### src/design/ll1pt_pkg.sv
// shared constants, types and helpers of the ll(1) parse table builder
package ll1pt_pkg;

    localparam int NONTERMINALS_DEF = 16;
    localparam int TERMINALS_DEF    = 32;
    localparam int PRODUCTIONS_DEF  = 32;
    localparam int RHS_SYMBOLS_DEF  = 16;

    localparam int KIND_W = 2;
    localparam int IDX_W  = 5;
    localparam int SYM_W  = KIND_W + IDX_W;
    localparam int CNT_W  = 5;
    localparam int HEAD_W = 4;
    localparam int PROD_W = 5;
    localparam int CELL_W = 7;
    localparam int OUT_W  = 32;

    // cell word: valid, conflict, first production
    localparam int CELL_VALID_BIT    = 6;
    localparam int CELL_CONFLICT_BIT = 5;

    localparam logic [KIND_W-1:0] KIND_TERM  = 2'd0;
    localparam logic [KIND_W-1:0] KIND_NT    = 2'd1;
    localparam logic [KIND_W-1:0] KIND_EPS   = 2'd2;
    localparam logic [KIND_W-1:0] KIND_SPARE = 2'd3;

    localparam logic CFG_TERMINAL_COUNT    = 1'b0;
    localparam logic CFG_NONTERMINAL_COUNT = 1'b1;

    localparam logic [CNT_W-1:0] TERMINAL_COUNT_RESET    = 5'd31;
    localparam logic [CNT_W-1:0] NONTERMINAL_COUNT_RESET = 5'd16;

    typedef enum logic [3:0] {
        ST_IDLE,
        ST_CLEAR,
        ST_RULE,
        ST_WALK,
        ST_FIRST_UPD,
        ST_BACK,
        ST_MIX,
        ST_COLUMN,
        ST_CELL_WR
    } eng_state_t;

    typedef enum logic [1:0] {
        PH_FIRST,
        PH_FOLLOW,
        PH_TABLE
    } phase_t;

    typedef struct packed {
        logic busy;
        logic done;
    } eng_status_t;

    // address width that stays legal for a depth of one
    function automatic int addr_width(input int depth);
        return (depth > 1) ? $clog2(depth) : 1;
    endfunction

endpackage

### src/design/ll1pt_ram.sv
// generic single write, single read ram with registered read data
module ll1pt_ram
    import ll1pt_pkg::*;
#(
    parameter int WIDTH = 8,
    parameter int DEPTH = 16
)
(
    input  logic                         clk,
    input  logic                         we,
    input  logic [addr_width(DEPTH)-1:0] waddr,
    input  logic [WIDTH-1:0]             wdata,
    input  logic [addr_width(DEPTH)-1:0] raddr,
    output logic [WIDTH-1:0]             rdata
);

    logic [WIDTH-1:0] mem [DEPTH];

    always_ff @(posedge clk)
    begin
        if (we)
        begin
            mem[waddr] <= wdata;
        end
        rdata <= mem[raddr];
    end

endmodule

### config.mk
export PLATFORM = sky130hd
export DESIGN_NAME = ll1pt_ram
export DESIGN_NICKNAME = d
export VERILOG_FILES = /design/src/design/ll1pt_pkg.sv /design/src/design/ll1pt_ram.sv
export SDC_FILE = /design/constraint.sdc
export NUM_CORES = 1
export LEC_CHECK = 0
export BUFFER_PORTS_ARGS = -buffer_cell sky130_fd_sc_hd__buf_2
export CORE_UTILIZATION = 55
export DETAILED_ROUTE_END_ITERATION = 6
export PLACE_DENSITY = 0.73
export SLEW_MARGIN = 20
export SYNTH_ARGS = -nofsm -noshare
export SYNTH_HDL_FRONTEND = slang
export SYNTH_SLANG_ARGS = --single-unit
### constraint.sdc
create_clock -name clk -period 2.7 [get_ports clk]
set_clock_uncertainty 0.15 [all_clocks]
set_input_delay 0.54 -clock clk [delete_from_list [all_inputs] [get_ports clk]]
set_output_delay 0.54 -clock clk [all_outputs]
set_load 0.005 [all_outputs]
==> impl_metrics.ini <==
[grt]
grt_overflow_total = 0
use_met1_pct = 29.64
grt_pass1_vias = 2420
grt_busiest_layer = met2
grtUsageTotal_pct = 21.65
grt_use_met2_pct = 33.78
antenna_found_initial = 0
grtUsageMet3_pct = 4.752
grt_pass1_wl_um = 14520
grt_max_degree = 33

[setup_path]
path_buf_inv = 1
cp-start-kind = flip-flop
path_delay_family = flip-flops
slowest_stage = dfxtp_1
worst-path-stages = 1
crit_type = flip-flop to output port
end_kind = output port
r2r_end = rdata[5]
cp_max_fo = 1
reg2reg_setup_slack_ps = 1230
cp.arrival_ps = 1000
reg2reg_depth = 3
regToRegStartpoint = mem[1][5]
critical_path_required_ps = 2010
cp_cell_sequence = buf_2
crit_path_max_incr_delay_ps = 360

[logic_synthesis]
synthArstFlopShare_pct = 0
synth_top_family_by_area = multiplexers
yosys-mux-area-fraction_pct = 15.02
synth-seq-area-share_pct = 77.78
syn_inst = 229
synth_area_mm2 = 0.005147
yosysTopAreaCellShare_pct = 74.67
synth-seq-cells = 136
synth-xor-area-share_pct = 0
synthDistinctLibCells = 19
ys.flop_type = edfxtp_1
synth_area_per_cell_um2 = 22.48
synth-simple-area-share_pct = 3.184
synth.net_count = 247
yosys_warnings = 0
synth_compound_area_share_pct = 2.333
yosysMostFrequentCell = edfxtp_1
synth_area_leaders = edfxtp_1 75%, mux4_2 7.9%, mux4_1 7.1%
synth_adder_area_share_pct = 0
synth_edf_count = 128
synth_common_cells = 128 x edfxtp_1, 18 x mux4_2, 16 x a22oi_1
yosysTopAreaCell = edfxtp_1

[sta]
finalCriticalPeriod_ps = 1690
fmax_ghz = 0.5918
hold_viol = 0
period_share_pct = 62.58
fin_ws_ps = 1010
maxSlewViolCount = 0
worst_slew_pin_slew_ps = 702.1
tns_ps = 0
rsz0062_at_grt = false
max_slew_margin_pct = 53.10
setup_viol_count_final = 0

[power]
p_leak_nw = 2.118
ir_drop_mv = 0.4775
p_per_area_mw_per_mm2 = 835.7

[cts]
postCtsSetupRepairBufs = 0
root_buffer = clkbuf_8
cts_hold_buf = 0
cts_tree = done
cts_resized = 0
numClockSinks = 136
cts_buffers = 17
clkTransAtPathRegs_ps = 60
h-tree-depth = 4
insertion_delay_ps = 510
cts_buffer_depth = 2

[placement]
dp_hpwl_um = 5878
port-buffer-count = 25
gp_congestion = 0.7278
post-place-ws_ps = 548.9
dp_cells = 370

[run]
drv_cap = 0

[floorplanning]
rows = 34
start_util_pct = 57.89
io_pins = 26
core-area_mm2 = 0.008891
die_w_um = 98.74
die_area_mm2 = 0.009750
die_height_um = 98.74

[run_status]
outcome = finished clean

[detailed_routing]
drtIter0Drc = 222
routed_wl_um = 9435
first_pass_iters = 5
wl_per_cell_um = 23.47
viasPerCell = 6.104
ant_nets = 0
vias = 2454
drc_errors = 0

[cells_and_area]
syn2layout_area_growth_pct = 19.45
fin_cells = 402
diodes = 0
final_nets = 299
drive_gt1_share_pct = 31.29

[worst_hold_path]
hold_depth = 1
hold_class = primary input to flip-flop
hp-start = wdata[3]
holdPathEnd = mem[5][3]
flip-flops by register name, summed over array words and instances (netlist names):
signal,count
rdata,8
mem,128
placed cells by master, fill, tap and decap left out, types with 2 or more instances in the layout:
cell,count
clkbuf_8,3
buf_4,16
buf_12,2
nand2_1,9
clkinvlp_4,2
buf_2,25
mux4_2,18
nand2b_1,2
dfxtp_1,8
mux4_1,14
edfxtp_1,128
clkbuf_1,2
clkbuf_16,16
nand3b_1,2
nor2_1,13
nor3_1,4
a22oi_1,16
bufinv_16,6
final cells by class:
type / instances / area [um^2]
timing repair buffer: 43 / 285.3
clock buffer: 21 / 449.2
tap: 108 / 135.1
sequential: 136 / 4004
clock inverter: 11 / 217.7
fill: 545 / 2743
multi-input combinational: 83 / 1057
metal layers:
metal  share of wire [%]  wire length, um
met5                   0                0
met4                 1.9              180
met3                 6.4              606
met2                  49             4634
met1                  43             4014
stage by stage:
stage	util, %	hold slack, ps	area (um^2)	power (mW)
final	69.15	262.0	6148	5.138
after global routing	69.15	247.1	6148	5.274
after CTS	69.15	242.4	6148	5.169
after detailed placement	61.65	505.8	5482	2.631
after global placement	61.65	498.8	5482	2.624
after floorplan	-	479.3	5147	2.535
cells by family after synthesis:
| group | Yosys count |
|---|---|
| AO/OA/AOI/OAI | 16 |
| buffers and inverters | 10 |
| flip-flops | 136 |
| multiplexers | 32 |
| AND/OR/NAND/NOR | 35 |
power breakdown:
part | internal (mW) | total, mW | leakage, nW | switching, mW
registers | 2.36 | 2.37 | 1.22 | 0.0138
logic | 0.0936 | 0.211 | 0.575 | 0.118
clock network | 1.74 | 2.55 | 0.319 | 0.814
total | 4.19 | 5.14 | 2.12 | 0.946
how the worst max path moves through the flow:
stage | from | endpoint | slack [ps]
after floorplan | waddr[2] | mem[0][0] | 520
after global placement | raddr[0] | rdata[2] | 560
after detailed placement | raddr[0] | rdata[1] | 550
after CTS | rdata[7] | rdata[7] | 970
after global routing | rdata[7] | rdata[7] | 970
final | rdata[7] | rdata[7] | 1010
No activity file was read; power rests on OpenSTA's default activity.
